==> src/sv/sbmp_pkg.sv <==
package sbmp_pkg;

    localparam int DEF_MASK_WIDTH  = 256;
    localparam int DEF_MASK_HEIGHT = 256;
    localparam int DEF_MAX_DABS    = 65535;

    // configuration port
    localparam int CFG_IDX_W  = 3;
    localparam int CFG_DATA_W = 13;
    localparam logic [CFG_IDX_W-1:0] CFG_ACTIVE_WIDTH   = 3'd0;
    localparam logic [CFG_IDX_W-1:0] CFG_ACTIVE_HEIGHT  = 3'd1;
    localparam logic [CFG_IDX_W-1:0] CFG_BRUSH_RADIUS   = 3'd2;
    localparam logic [CFG_IDX_W-1:0] CFG_BRUSH_HARDNESS = 3'd3;
    localparam logic [CFG_IDX_W-1:0] CFG_BRUSH_OPACITY  = 3'd4;

    // request kinds
    localparam logic [2:0] REQ_LOAD  = 3'd0;
    localparam logic [2:0] REQ_READ  = 3'd1;
    localparam logic [2:0] REQ_BEGIN = 3'd2;
    localparam logic [2:0] REQ_MOVE  = 3'd3;
    localparam logic [2:0] REQ_END   = 3'd4;
    localparam logic [2:0] REQ_CLEAR = 3'd5;
    localparam logic [2:0] REQ_FILL  = 3'd6;

    // result status
    localparam logic [1:0] STAT_DONE    = 2'd0;
    localparam logic [1:0] STAT_IGNORED = 2'd1;
    localparam logic [1:0] STAT_RANGE   = 2'd2;

    // shared arithmetic units
    localparam int SQ_IN_W   = 42;
    localparam int SQ_OUT_W  = 21;
    localparam int DIV_NUM_W = 40;
    localparam int DIV_DEN_W = 21;

    typedef struct packed {
        logic busy;
        logic done;
    } t_unit_stat;

endpackage

==> src/sv/sbmp_div.sv <==
module sbmp_div (
    input  logic                            i_clk,
    input  logic                            i_rst_n,
    input  logic                            i_start,
    input  logic [sbmp_pkg::DIV_NUM_W-1:0]  i_num,
    input  logic [sbmp_pkg::DIV_DEN_W-1:0]  i_den,
    output sbmp_pkg::t_unit_stat            o_stat,
    output logic [sbmp_pkg::DIV_NUM_W-1:0]  o_quo,
    output logic [sbmp_pkg::DIV_DEN_W-1:0]  o_rem
);

    localparam int NW = sbmp_pkg::DIV_NUM_W;
    localparam int DW = sbmp_pkg::DIV_DEN_W;
    localparam int CW = $clog2(NW + 1);

    logic [NW-1:0] r_q;
    logic [DW-1:0] r_rem;
    logic [DW-1:0] r_den;
    logic [CW-1:0] r_cnt;
    logic          r_busy;
    logic          r_done;
    logic [DW:0]   sh;
    logic          fits;

    assign sh   = {r_rem, r_q[NW-1]};
    assign fits = (sh >= {1'b0, r_den});

    // restoring division, one quotient bit per cycle
    always_ff @(posedge i_clk) begin
        if (!i_rst_n) begin
            r_busy <= 1'b0;
            r_done <= 1'b0;
        end else begin
            r_done <= 1'b0;
            if (i_start) begin
                r_q    <= i_num;
                r_rem  <= '0;
                r_den  <= i_den;
                r_cnt  <= CW'(NW);
                r_busy <= 1'b1;
            end else if (r_busy) begin
                r_rem <= fits ? DW'(sh - {1'b0, r_den}) : DW'(sh);
                r_q   <= {r_q[NW-2:0], fits};
                r_cnt <= r_cnt - CW'(1);
                if (r_cnt == CW'(1)) begin
                    r_busy <= 1'b0;
                    r_done <= 1'b1;
                end
            end
        end
    end

    assign o_stat.busy = r_busy;
    assign o_stat.done = r_done;
    assign o_quo       = r_q;
    assign o_rem       = r_rem;

endmodule

==> config.mk <==
export PLATFORM = sky130hd
export DESIGN_NAME = sbmp_div
export DESIGN_NICKNAME = d
export VERILOG_FILES = /design/src/sv/sbmp_pkg.sv /design/src/sv/sbmp_div.sv
export SDC_FILE = /design/constraint.sdc
export NUM_CORES = 1
export LEC_CHECK = 0
export ABC_CLOCK_PERIOD_IN_PS = 6200
export BUFFER_PORTS_ARGS = -buffer_cell sky130_fd_sc_hd__buf_2
export CAP_MARGIN = 20
export CELL_PAD_IN_SITES_DETAIL_PLACEMENT = 1
export CELL_PAD_IN_SITES_GLOBAL_PLACEMENT = 1
export CORE_UTILIZATION = 45
export CTS_CLUSTER_DIAMETER = 40
export DETAILED_ROUTE_END_ITERATION = 7
export GPL_TIMING_DRIVEN = 1
export PLACE_DENSITY_LB_ADDON = 0.1
export SYNTH_ARGS = -nofsm -noshare
export SYNTH_HDL_FRONTEND = slang
export SYNTH_SLANG_ARGS = --single-unit
==> constraint.sdc <==
create_clock -name i_clk -period 6.2 [get_ports i_clk]
set_input_delay 0.62 -clock i_clk [delete_from_list [all_inputs] [get_ports i_clk]]
set_output_delay 0.62 -clock i_clk [all_outputs]
set_load 0.01 [all_outputs]
# Word level (Yosys, flattened, before mapping)
# Cells that the tools add are included.
# word_totals
input_bits,64
regBits,90
elab_cells,25
out_inout_bits,63
# op_classes
n_reduce_logical,4
muxes,9
n_bitwise,2
magnitude_cmp,1
n_addsub,2
eq_ne,1
# op_table
op,n
two-way mux 40 bit,2
two-way mux 21 bit,2
greater-or-equal comparator 22 x 21 -> 1 bit,1
subtractor 21 bit,1
"== test 6 x 1 -> 1 bit, second input constant",1
two-way mux 6 bit,1
"subtractor 6 x 1 -> 6 bit, second input constant",1
two-way mux 1 bit,4
AND reduction 2 bit,2
OR reduction 3 bit,1
NOT 1 bit,2
nonzero test 2 bit,1

# Logic depth before layout (Yosys ltp)
# logic_depth
depth_word,4
depth_mapped,12
ltp_nobuf,11

# Worst setup path before layout
# Ideal clock, no wire load.
# synth_path
path_kind,input port to flip-flop
startpoint,input i_start
endpoint,"register r_q[0], in the netlist o_quo[0], enable pin"
required_ns,5.769
t_arrival_ns,2.400
stages,2
path_slack_ns,3.370
setup_ns,0.431
n_path_buf,1
cell_sequence,clkbuf_1 o21a_1
# synth_via
elab_chain_cells,2
# synth_lines
item,line_no,source
"start, declared",sbmp_div.sv:4,"input logic i_start,"
nonzero test 2 bit (no source line),--,
AND reduction 2 bit (no source line),--,
"end signal, assigned",sbmp_div.sv:36,r_q <= i_num;
"end signal, assigned",sbmp_div.sv:43,"r_q <= {r_q[NW-2:0], fits};"
"end, declared",sbmp_div.sv:16,logic [NW-1:0] r_q;
# No other way between the ends.
# A chain may end at the register's enable or synchronous reset.

# Worst setup path in the final report
# layout_path
startpoint,"register r_q[39], in the netlist o_quo[39]"
endpoint,"register r_rem[5], in the netlist o_rem[5] (data pin)"
# layout_via
elab_chain_cells,3
word_cells_on_any_way,4
cone_classes,add/sub (1); order compare (1); mux (2)
# layout_lines
item,line_no,source
subtractor 21 bit / greater-or-equal comparator 22 x 21 -> 1 bit (equally long branches),"sbmp_div.sv:42, sbmp_div.sv:26",
two-way mux 21 bit (*),sbmp_div.sv:42,"r_rem <= fits ? DW'(sh - {1'b0, r_den}) : DW'(sh);"
two-way mux 21 bit (*),sbmp_div.sv:41,end else if (r_busy) begin
"end signal, assigned",sbmp_div.sv:42,
"end, declared",sbmp_div.sv:17,logic [DW-1:0] r_rem;
# Every way passes the cells marked *; elsewhere a longest branch is shown, timed or not. The select of a mux whose other input is x is not followed.

==> flow_summary.toml <==
[outcome]
run_status = "complete, no violations"

[place]
place.port_buffers = 126
pre_cts_slack_ps = 2760
placed_cell_area_sq_um = 5620
dpl.hpwl_mm = 8.39
place_congestion = 0.762

[sta]
rsz_0062_raised_after_global_routing = "no"
clock-skew-final_ps = 12.3
timing.slew.headroom_pct = 29.1
maxSlewViolCount = 0
tightest_slew_ps = 1060
fmax_ghz = 0.293
final.min_clock_period_ps = 3410
timing.final.crit_share_pct = 55.0
layout_setup_ws_ps = 2790
finalSetupTns_ps = 0
finalHoldViolations = 0
hold-worst-slack_ps = 425
setup_viol = 0

[detailed_routing]
vias = 3539
wl_per_cell_um = 17.3
via_per_inst = 5.33
detailed_route_drc_error_count = 0
final_antenna_net_count = 0
dr.first_iter.drc_count = 100
drt_first_pass_iters = 4
finalWirelength_mm = 11.5

[synthesis]
yosysWarnings = 0
synth.distinct_cells = 53
syn_nets = 488
synth_cells = 400
syn_area_sq_um = 4910
postSynth.topFlopCell = "edfxtp_1"
synth.ff_latch_count = 90
synthesis.area_per_instance_sq_um = 12.3
synth-async-reset-ratio_pct = 0
edff_count_synth = 88
synth-seq-area-share_pct = 54.6

[clocking]
clock_tree.buffer_depth = 2
worstSkewPairLatency_ps = 360
cts_max_level = 3
post_cts_setup_bufs = 0
clk_pin_slew_ps = 100
clock_tree.root_cell = "clkbuf_8"
cts_hold_buffers_added = 0
cts-resized-gates = 0
tritoncts = "done"
cts.sink_count = 90
tritoncts.num_buffers = 9

[global_routing]
groute.usage.overall_pct = 21.3
antenna_found_initial = 0
busiest_layer = "met2"
grt_first_pass_wirelength_mm = 18.6
grt_use_met3_pct = 6.81
globalRouteMet2Util_pct = 37.2
globalRouteOverflowTotal = 0
grt_max_degree = 71
grt_use_met1_pct = 25.0
first_global_vias = 3850

[flow_run]
drv_cap = 0

[power]
combPwrFrac_pct = 26.3
peakVddDrop_mv = 0.121
power_per_cell_area_nw_per_um2 = 259
swShare_pct = 30.5
leakage_nw = 2.45
clockPowerShare_pct = 23.4
seq_power_share_pct = 50.3
internal_power_mw = 1.05
switchingPower_mw = 0.458

[critical_path]
critPathMaxFanout = 26
crit_arrival_ps = 3500
crit_path_most_repeated_cell = "inv_1"
rr_startpoint = "o_quo[39]"
crit_path_cell_trace = "inv_1, ha_1, inv_1, fa_1, a21o_1, a221o_1, nand2_2, nand3_2, a31oi_4, mux2i_1, nor2_1"
critical_path_depth = 11
worst_setup_path_start_kind = "flop"
critical_path_rt_ps = 6290
worstPathBufferInverterCount = 2
reg2reg_slack_ps = 2790
crit_slowest_cell = "a31oi_4"
ff_to_ff_end = "o_rem[5]"
worst_path_largest_cell_delay_ps = 860
worstRegToRegCells = 11
criticalPathCategory = "reg2reg"
timing.critical_path.from = "o_quo[39]"
endpoint = "o_rem[5]"
critical-path-top-delay-family = "compound AO/OA/AOI/OAI gates"
cp-end-kind = "flop"

[cells_and_area]
layout.core_utilization_pct = 55.6
final_design_area_no_fill_sq_um = 5820
drive_above_1_share_pct = 36.0
final.fill_count = 1162
fin_nets = 611
syn_to_final_growth_pct = 18.4
diodes = 0

[floorplan]
fp-row-count = 37
core-area_sq_um = 10500
initial_core_util_pct = 47.0
floorplan.die_area_sq_um = 11300
dieHeight_um = 106
die_x_um = 106
io_pins = 127

[min_path]
min_path_type = "in2reg"
## metal layers
layer	vias to the layer above	share of wire [%]
li1	1716	-
met1	1713	42
met2	98	50
met3	12	6.6
met4	0	1.3
met5	-	0
## worst reg2reg max path, stage by stage, from the launching register on
cell and delay, ps:
edfxtp_1 390, inv_1 90, ha_1 170, inv_1 60, fa_1 400, a21o_1 220, a221o_1 400, nand2_2 120
nand3_2 100, a31oi_4 860, mux2i_1 290, nor2_1 60
## power by group through the flow
stage | Clock [mW] | Combinational (mW) | Sequential, mW
2_1_floorplan | 0 | 0.272 | 0.781
3_3_place_gp | 0 | 0.381 | 0.768
3_5_place_dp | 0 | 0.395 | 0.770
4_1_cts | 0.368 | 0.397 | 0.758
5_1_grt | 0.383 | 0.440 | 0.763
6_report | 0.353 | 0.395 | 0.756
## layout by cell type, fill, tap and decap left out, drive strengths merged, types with 2 or more instances in the layout
master,instances
buf,130
edfxtp,88
mux2,39
nor2,36
inv,28
ha,23
a21oi,21
nand2,20
mux2i,19
xor2,11
o21ai,10
clkbuf,10
xnor2,9
nand3,9
nor3,9
o21a,8
nand4,5
a21o,5
clkinv,5
and3,4
and2,3
a211oi,3
o31ai,3
a31oi,3
a211o,2
nand2b,2
nor2b,2
o31a,2
or3,2
a221oi,2
dfxtp,2
## per-stage QoR
stage               instances  power, mW
floorplan                 400       1.05
global placement          646       1.15
detailed placement        646       1.16
CTS                       662       1.52
global route              664       1.59
finish                    664       1.50
## cells in the mapped netlist (all sizes together), types with 10 or more instances
cell     n  area, sq um
a21oi   21          109
edfxtp  88         2640
ha      23          288
inv     28          105
mux2    39          439
mux2i   19          190
nand2   20         77.6
nor2    36          135
o21ai   10         50.0
xor2    11         96.3
## worst min path at each step
stage,start,end,slack (ps),depth (start not counted)
CTS,i_den[17],r_den[17],400,1
global route,i_den[5],r_den[5],410,1
floorplan,r_busy,r_done,430,2
detailed placement,r_busy,r_done,470,2
global placement,r_busy,r_done,440,2
finish,i_den[8],r_den[8],420,1
## cell families (layout without fill, tap and decap cells)
| family | count (synthesis) | after routing | share of synthesized area [%] |
|---|---|---|---|
| multiplexers | 58 | 58 | 12.8 |
| flip-flops | 90 | 90 | 54.6 |
| XOR/XNOR | 20 | 20 | 3.57 |
| AND/OR/NAND/NOR | 94 | 94 | 8.94 |
| buffers and inverters | 46 | 174 | 4.35 |
| AO/OA/AOI/OAI | 68 | 68 | 9.47 |
| adder cells (fa/ha/maj) | 24 | 24 | 6.26 |
## registers in the layout, indices dropped and copies added (netlist names)
register and count:
o_quo 40, o_rem 21, r_done 1, r_cnt 6
r_busy 1, r_den 21
## layout make-up
class                   instances  area, sq um  share of cell area (%)
well taps                     136          170                    2.92
clock buffers                  10          128                    2.19
multi-input cells             264         2020                    34.7
clock inverters                 6         33.8                   0.581
repair buffers                130          681                    11.7
flip-flops and latches         90         2680                    46.1
inverters                      28          105                    1.81
Power figures use the tool's default switching activity.
