[config.mk]
export PLATFORM = sky130hd
export DESIGN_NAME = sbmp_isqrt
export DESIGN_NICKNAME = d
export VERILOG_FILES = /design/src/sv/sbmp_pkg.sv /design/src/sv/sbmp_isqrt.sv
export SDC_FILE = /design/constraint.sdc
export NUM_CORES = 1
export LEC_CHECK = 0
export ABC_AREA = 1
export ABC_CLOCK_PERIOD_IN_PS = 7800
export BUFFER_PORTS_ARGS = -buffer_cell sky130_fd_sc_hd__buf_4
export CAP_MARGIN = 20
export CELL_PAD_IN_SITES_DETAIL_PLACEMENT = 1
export CELL_PAD_IN_SITES_GLOBAL_PLACEMENT = 1
export CORE_UTILIZATION = 26
export CTS_BUF_LIST = sky130_fd_sc_hd__clkbuf_16
export CTS_CLUSTER_DIAMETER = 80
export DETAILED_ROUTE_END_ITERATION = 8
export PLACE_DENSITY = 0.54
export SYNTH_ARGS = -nofsm -noshare
export SYNTH_HDL_FRONTEND = slang
export SYNTH_SLANG_ARGS = --single-unit
[constraint.sdc]
create_clock -name i_clk -period 7.8 [get_ports i_clk]
set_clock_uncertainty 0.1 [all_clocks]
set_input_delay 1.56 -clock i_clk [delete_from_list [all_inputs] [get_ports i_clk]]
set_output_delay 1.56 -clock i_clk [all_outputs]
set_load 0.05 [all_outputs]
[src/sv/sbmp_pkg.sv]
package sbmp_pkg;

    localparam int DEF_MASK_WIDTH  = 256;
    localparam int DEF_MASK_HEIGHT = 256;
    localparam int DEF_MAX_DABS    = 65535;

    // configuration port
    localparam int CFG_IDX_W  = 3;
    localparam int CFG_DATA_W = 13;
    localparam logic [CFG_IDX_W-1:0] CFG_ACTIVE_WIDTH   = 3'd0;
    localparam logic [CFG_IDX_W-1:0] CFG_ACTIVE_HEIGHT  = 3'd1;
    localparam logic [CFG_IDX_W-1:0] CFG_BRUSH_RADIUS   = 3'd2;
    localparam logic [CFG_IDX_W-1:0] CFG_BRUSH_HARDNESS = 3'd3;
    localparam logic [CFG_IDX_W-1:0] CFG_BRUSH_OPACITY  = 3'd4;

    // request kinds
    localparam logic [2:0] REQ_LOAD  = 3'd0;
    localparam logic [2:0] REQ_READ  = 3'd1;
    localparam logic [2:0] REQ_BEGIN = 3'd2;
    localparam logic [2:0] REQ_MOVE  = 3'd3;
    localparam logic [2:0] REQ_END   = 3'd4;
    localparam logic [2:0] REQ_CLEAR = 3'd5;
    localparam logic [2:0] REQ_FILL  = 3'd6;

    // result status
    localparam logic [1:0] STAT_DONE    = 2'd0;
    localparam logic [1:0] STAT_IGNORED = 2'd1;
    localparam logic [1:0] STAT_RANGE   = 2'd2;

    // shared arithmetic units
    localparam int SQ_IN_W   = 42;
    localparam int SQ_OUT_W  = 21;
    localparam int DIV_NUM_W = 40;
    localparam int DIV_DEN_W = 21;

    typedef struct packed {
        logic busy;
        logic done;
    } t_unit_stat;

endpackage

[src/sv/sbmp_isqrt.sv]
module sbmp_isqrt (
    input  logic                           i_clk,
    input  logic                           i_rst_n,
    input  logic                           i_start,
    input  logic [sbmp_pkg::SQ_IN_W-1:0]   i_value,
    output sbmp_pkg::t_unit_stat           o_stat,
    output logic [sbmp_pkg::SQ_OUT_W-1:0]  o_root,
    output logic                           o_exact
);

    localparam int W     = sbmp_pkg::SQ_IN_W;
    localparam int STEPS = W / 2;
    localparam int CW    = $clog2(STEPS + 1);

    logic [W-1:0]  r_v;
    logic [W-1:0]  r_r;
    logic [W-1:0]  r_bit;
    logic [CW-1:0] r_cnt;
    logic          r_busy;
    logic          r_done;
    logic [W-1:0]  trial;

    assign trial = r_r + r_bit;

    // one result bit per cycle
    always_ff @(posedge i_clk) begin
        if (!i_rst_n) begin
            r_busy <= 1'b0;
            r_done <= 1'b0;
        end else begin
            r_done <= 1'b0;
            if (i_start) begin
                r_v    <= i_value;
                r_r    <= '0;
                r_bit  <= W'(1) << (W - 2);
                r_cnt  <= CW'(STEPS);
                r_busy <= 1'b1;
            end else if (r_busy) begin
                if (r_v >= trial) begin
                    r_v <= r_v - trial;
                    r_r <= (r_r >> 1) + r_bit;
                end else begin
                    r_r <= r_r >> 1;
                end
                r_bit <= r_bit >> 2;
                r_cnt <= r_cnt - CW'(1);
                if (r_cnt == CW'(1)) begin
                    r_busy <= 1'b0;
                    r_done <= 1'b1;
                end
            end
        end
    end

    assign o_stat.busy = r_busy;
    assign o_stat.done = r_done;
    assign o_root      = r_r[sbmp_pkg::SQ_OUT_W-1:0];
    assign o_exact     = (r_v == '0);

endmodule

### After elaboration in Yosys (flattened, before gate mapping)

Cells that the tools add are included.

| word-level totals | value |
|---|---|
| register bits after elaboration | 112 |
| bits in latches | 0 |
| memory bits (writable) | 0 |
| memory bits (read-only) | 0 |
| input port bits | 45 |
| output and inout port bits | 24 |
| memories kept | 0 |

| operators by class | value |
|---|---|
| $add $sub $neg | 4 |
| multiply operators | 0 |
| divide/modulo/power cells | 0 |
| order comparisons | 1 |
| eq/ne operators | 1 |
| shift-type cells | 0 |
| mux-type cells | 11 |
| bitwise gates (word level) | 2 |
| reductions and logical operators | 6 |

Operators with widths:

| kind | number |
|---|---|
| 42-bit 2-to-1 mux | 5 |
| 41-bit by 41-bit adder with 42-bit output | 1 |
| 42-bit by 41-bit adder with 42-bit output | 1 |
| 42-bit greater-or-equal comparator | 1 |
| 42-bit zero test | 1 |
| 42-bit subtractor | 1 |
| 41-bit 2-to-1 mux | 1 |
| 5-bit by 1-bit equality test with 1-bit output, second input constant | 1 |
| 5-bit 2-to-1 mux | 1 |
| 5-bit by 1-bit subtractor with 5-bit output, second input constant | 1 |
| 1-bit 2-to-1 mux | 4 |
| 2-bit nonzero test | 2 |
| 3-bit AND reduction | 1 |
| 3-bit OR reduction | 1 |
| 1-bit inverter | 2 |
| 2-bit AND reduction | 1 |

### Depth between registers and ports, before layout

| logic depth | value |
|---|---|
| depth in word-level cells | 5 |
| mapped depth | 26 |
| depth with buffers taken out | 25 |

### Worst setup path after synthesis

Ideal clock, no wire load.

| timing | value |
|---|---|
| kind | input to register |
| start | in i_start |
| end | reg r_v[0] (enable) |
| setup time | 0.397 ns |
| data arrival time | 6.541 ns |
| required time | 7.303 ns |
| slack | 0.763 ns |
| stages | 5 |
| cell sequence | inv_1 clkbuf_1 a21oi_1 o21ai_0 inv_1 |

| on the way | value |
|---|---|
| word-level cells in the longest chain between the ends | 2 |
| elaborated cells on any way between the ends | 3 |

Ends and longest elaborated chain:

| what | RTL line | text |
|---|---|---|
| from (decl) | sbmp_isqrt.sv:4 | `input logic i_start,` |
| 2-bit nonzero test (no line) | - |  |
| 3-bit AND reduction (no line) (*) | - |  |
| to (signal assigned) | sbmp_isqrt.sv:33 | `r_v <= i_value;` |
| to (signal assigned) | sbmp_isqrt.sv:40 | `r_v <= r_v - trial;` |
| to (decl) | sbmp_isqrt.sv:15 | `logic [W-1:0] r_v;` |

Every way passes the cells marked *; elsewhere a longest branch is shown, timed or not.
A chain may end at the register's enable or synchronous reset.

### Worst setup path in the final report

| timing | value |
|---|---|
| start | reg r_r[14] |
| end | reg r_v[0] (enable) |

| on the way | value |
|---|---|
| word-level cells in the longest chain between the ends | 4 |

Ends and longest elaborated chain:

| what | RTL line | text |
|---|---|---|
| from (decl) | sbmp_isqrt.sv:16 | `logic [W-1:0] r_r;` |
| from (signal assigned) | sbmp_isqrt.sv:41 | `r_r <= (r_r >> 1) + r_bit;` |
| from (signal assigned) | sbmp_isqrt.sv:43 | `r_r <= r_r >> 1;` |
| 42-bit by 41-bit adder with 42-bit output | sbmp_isqrt.sv:23 | `assign trial = r_r + r_bit;` |
| 42-bit greater-or-equal comparator | sbmp_isqrt.sv:39 | `if (r_v >= trial) begin` |
| 2-bit nonzero test (no line) | - |  |
| 3-bit AND reduction (no line) | - |  |

No other way between the ends.

==> flow_summary.ini <==
[logic_synthesis]
synth_nets = 2157
netlist_instances = 2023
synthFlopType = edfxtp_1
post_synth.cell_area_avg_um2 = 6.19
ys_seq_area_share_pct = 26.7
async_flop_share_pct = 0
synth-warning-count = 0
ys_ff_latch = 112
synth.distinct_cells = 42
synth-edff-count = 110
synth_area_mm2 = 0.0125

[pwr]
p_per_area_mw_per_mm2 = 215
power_mw = 2.99
max-vdd-ir-drop_uv = 122
p_leak_nw = 6.75

[routing]
firstDrtPassIters = 5
wl_um = 49000
post-route-drc-count = 0
ant_nets = 0
via_per_inst = 4.79
wl_per_cell_um = 18.3
drtIter0Drc = 561
via_count = 12854

[die]
die_w_um = 221
start_util_pct = 26.3
die_area_mm2 = 0.0490
ios = 69
rows = 80
core_area_mm2 = 0.0476
die_h_um = 221

[job]
maxCapViolCount = 0

[placement]
place.gp.congestion = 0.893
port_buffers = 68
dp_hpwl_um = 40800
place_ws_ns = 2.66

[clocking]
cts_tree = yes
clkLatencyLatePin_ns = 0.41
post_cts_buffers = 0
clk_pin_slew_ns = 0.10
ctsHtreeMaxLevel = 3
cts_buffer_depth = 2
ctsResizeCount = 0
cts-root-buf = clkbuf_16
ctsHoldBuffers = 0
cts_sinks = 112
cts_buffers = 9

[critical_path]
cp_slowest_cell = edfxtp_1
crit_buf_inv = 2
worstSetupStartpoint = r_r[14]
cp_common_cell = nand2_1
crit_required_ns = 7.75
worstSetupPathType = reg -> reg
cp_max_fo = 42
end_kind = register
path_delay_family = simple AND/OR/NAND/NOR gates
reg2reg_from = r_r[14]
worstPathArrival_ns = 5.11
cp-start-kind = register
path_cells = ha_1 -> nand2_1 -> o21ai_0 -> nand2_1 -> o21ai_0 -> a21oi_1 -> nand2_1 -> nand3_1 -> nand3b_1 -> nand2_1 -> ha_1 -> nand2_1 -> nor2_1 -> nand2_1 -> nor2_2 -> nand3_1 -> nand2_1 -> nor2_2 -> nand2_2 -> o21ai_0 -> clkinv_1 -> buf_4
cpPeakStageDelay_ns = 0.58

[grt]
grt_max_degree = 70
grt.overflow.total = 0
grt_use_total_pct = 20.4
use_met3_pct = 2.58
antenna_found_initial = 0
grt.busiest_layer = met2
use_met1_pct = 26.3
grt_first_pass_wirelength_um = 76900
grt_use_met2_pct = 35.4
first_global_vias = 13717

[sta]
rsz0062_at_grt = false
hold_violations = 0
fin_crit_sh_pct = 66.1
setup_violations = 0
period_needed_ns = 5.16
relSlewSlack_pct = 32.9
max_freq_ghz = 0.194
worst_pin_slew_ns = 1.01
worst_slack_ns = 2.64
maxSlewViolCount = 0
final.setup.tns_ns = 0

[finish]
num_antenna_cells = 0
drive_gt1_share_pct = 6.14
area_growth_pct = 11.0
nets = 2198

[outcome]
status = finished clean

[hold_path]
min-delay-start = r_busy
hold_path.class = reg -> reg
worst paths after layout:
| check | slack, ns | depth (start not counted) | end |
|---|---|---|---|
| worst min register to register | 0.43 | 2 | r_done |
| worst min-delay path | 0.43 | 2 | r_done |
| worst max-delay path | 2.64 | 22 | r_v[0] |
| worst max register to register | 2.64 | 22 | r_v[0] |
synth_stat cells (2+ instances only):
library cell / n / area (µm²)
nand3_1: 125 / 626
inv_1: 280 / 1050
clkbuf_1: 8 / 30.0
ha_1: 88 / 1100
nand2_2: 7 / 43.8
inv_2: 3 / 11.3
nand2_1: 788 / 2960
nor4_1: 14 / 87.6
and2_1: 4 / 25.0
nor2_1: 205 / 769
edfxtp_1: 110 / 3300
buf_1: 4 / 15.0
xor2_1: 40 / 350
a21oi_1: 88 / 440
o21ai_0: 87 / 435
nor2_2: 9 / 56.3
nand3_2: 2 / 20.0
nand3b_1: 14 / 105
o21ai_1: 2 / 10.0
a21o_1: 2 / 15.0
dfxtp_1: 2 / 40.0
nor3_1: 23 / 115
xnor2_1: 28 / 245
buf_6: 4 / 45.0
or2_2: 8 / 50.1
nand4_1: 22 / 138
buf_2: 6 / 30.0
nor2_4: 2 / 22.5
a31oi_1: 6 / 37.5
buf_4: 23 / 173
o21bai_1: 8 / 60.1
where the power goes:
part / switching (mW) / internal, mW / total, mW
clock: 0.289 / 0.257 / 0.546
combinational: 1.06 / 0.510 / 1.57
sequential: 0.108 / 0.772 / 0.880
area by class of cell:
type	count	area, µm²
Multi-Input combinational cell	1582	7820
Clock inverter	7	88.8
Tap cell	615	769
Clock buffer	9	225
Fill cell	6171	33800
Inverter	284	1070
Timing Repair Buffer	75	576
Sequential cell	112	3340
placed cells by master (no fill, tap or decap), types with 3 or more instances in the layout:
| master | count |
|---|---|
| nand2_1 | 788 |
| inv_1 | 279 |
| nor2_1 | 205 |
| nand3_1 | 125 |
| edfxtp_1 | 110 |
| ha_1 | 88 |
| o21ai_0 | 87 |
| a21oi_1 | 87 |
| buf_4 | 74 |
| xor2_1 | 40 |
| xnor2_1 | 28 |
| nor3_1 | 23 |
| nand4_1 | 22 |
| nand3b_1 | 14 |
| nor4_1 | 14 |
| nor2_2 | 9 |
| clkbuf_16 | 9 |
| o21bai_1 | 8 |
| or2_2 | 8 |
| nand2_2 | 7 |
| a31oi_1 | 6 |
| and2_1 | 4 |
| inv_2 | 3 |
through the flow:
stage | instances | cell area (µm²) | util, % | hold WS, ns
after CTS | 2684 | 13900 | 29.2 | 0.436
after global routing | 2684 | 13900 | 29.2 | 0.454
after floorplan | 2023 | 12500 | - | 0.337
final | 2684 | 13900 | 29.2 | 0.432
after detailed placement | 2668 | 13600 | 28.5 | 0.422
after global placement | 2667 | 13600 | 28.5 | 0.416
metal layers:
layer  part of all wire [%]  routed length [µm]
met4                    2.8                1350
met3                    2.6                1260
met1                     47               23100
met2                     47               23200
met5                      0                   0
kinds of logic after synthesis:
kind of cell	count (synthesis)	share of synthesized area [%]
buffers and inverters	329	10.9
XOR/XNOR	68	4.76
AO/OA/AOI/OAI	199	8.44
adder cells (fa/ha/maj)	89	8.96
AND/OR/NAND/NOR	1226	40.3
flip-flops	112	26.7
flip-flops by register name, indices dropped and copies added, names as in the netlist:
name and count:
r_done 1, r_v 42, r_cnt 5, r_r 42, r_busy 1, r_bit 21
worst reg2reg max path: stages (launching register included):
cell      delay [ns]
edfxtp_1        0.58
ha_1            0.42
nand2_1         0.15
o21ai_0         0.40
nand2_1         0.13
o21ai_0         0.28
a21oi_1         0.07
nand2_1         0.22
nand3_1         0.18
nand3b_1        0.12
nand2_1         0.09
ha_1            0.40
nand2_1         0.12
nor2_1          0.17
nand2_1         0.11
nor2_2          0.14
nand3_1         0.08
nand2_1         0.09
nor2_2          0.06
nand2_2         0.13
o21ai_0         0.10
clkinv_1        0.07
buf_4           0.50
(Power assumes the default switching activity.)
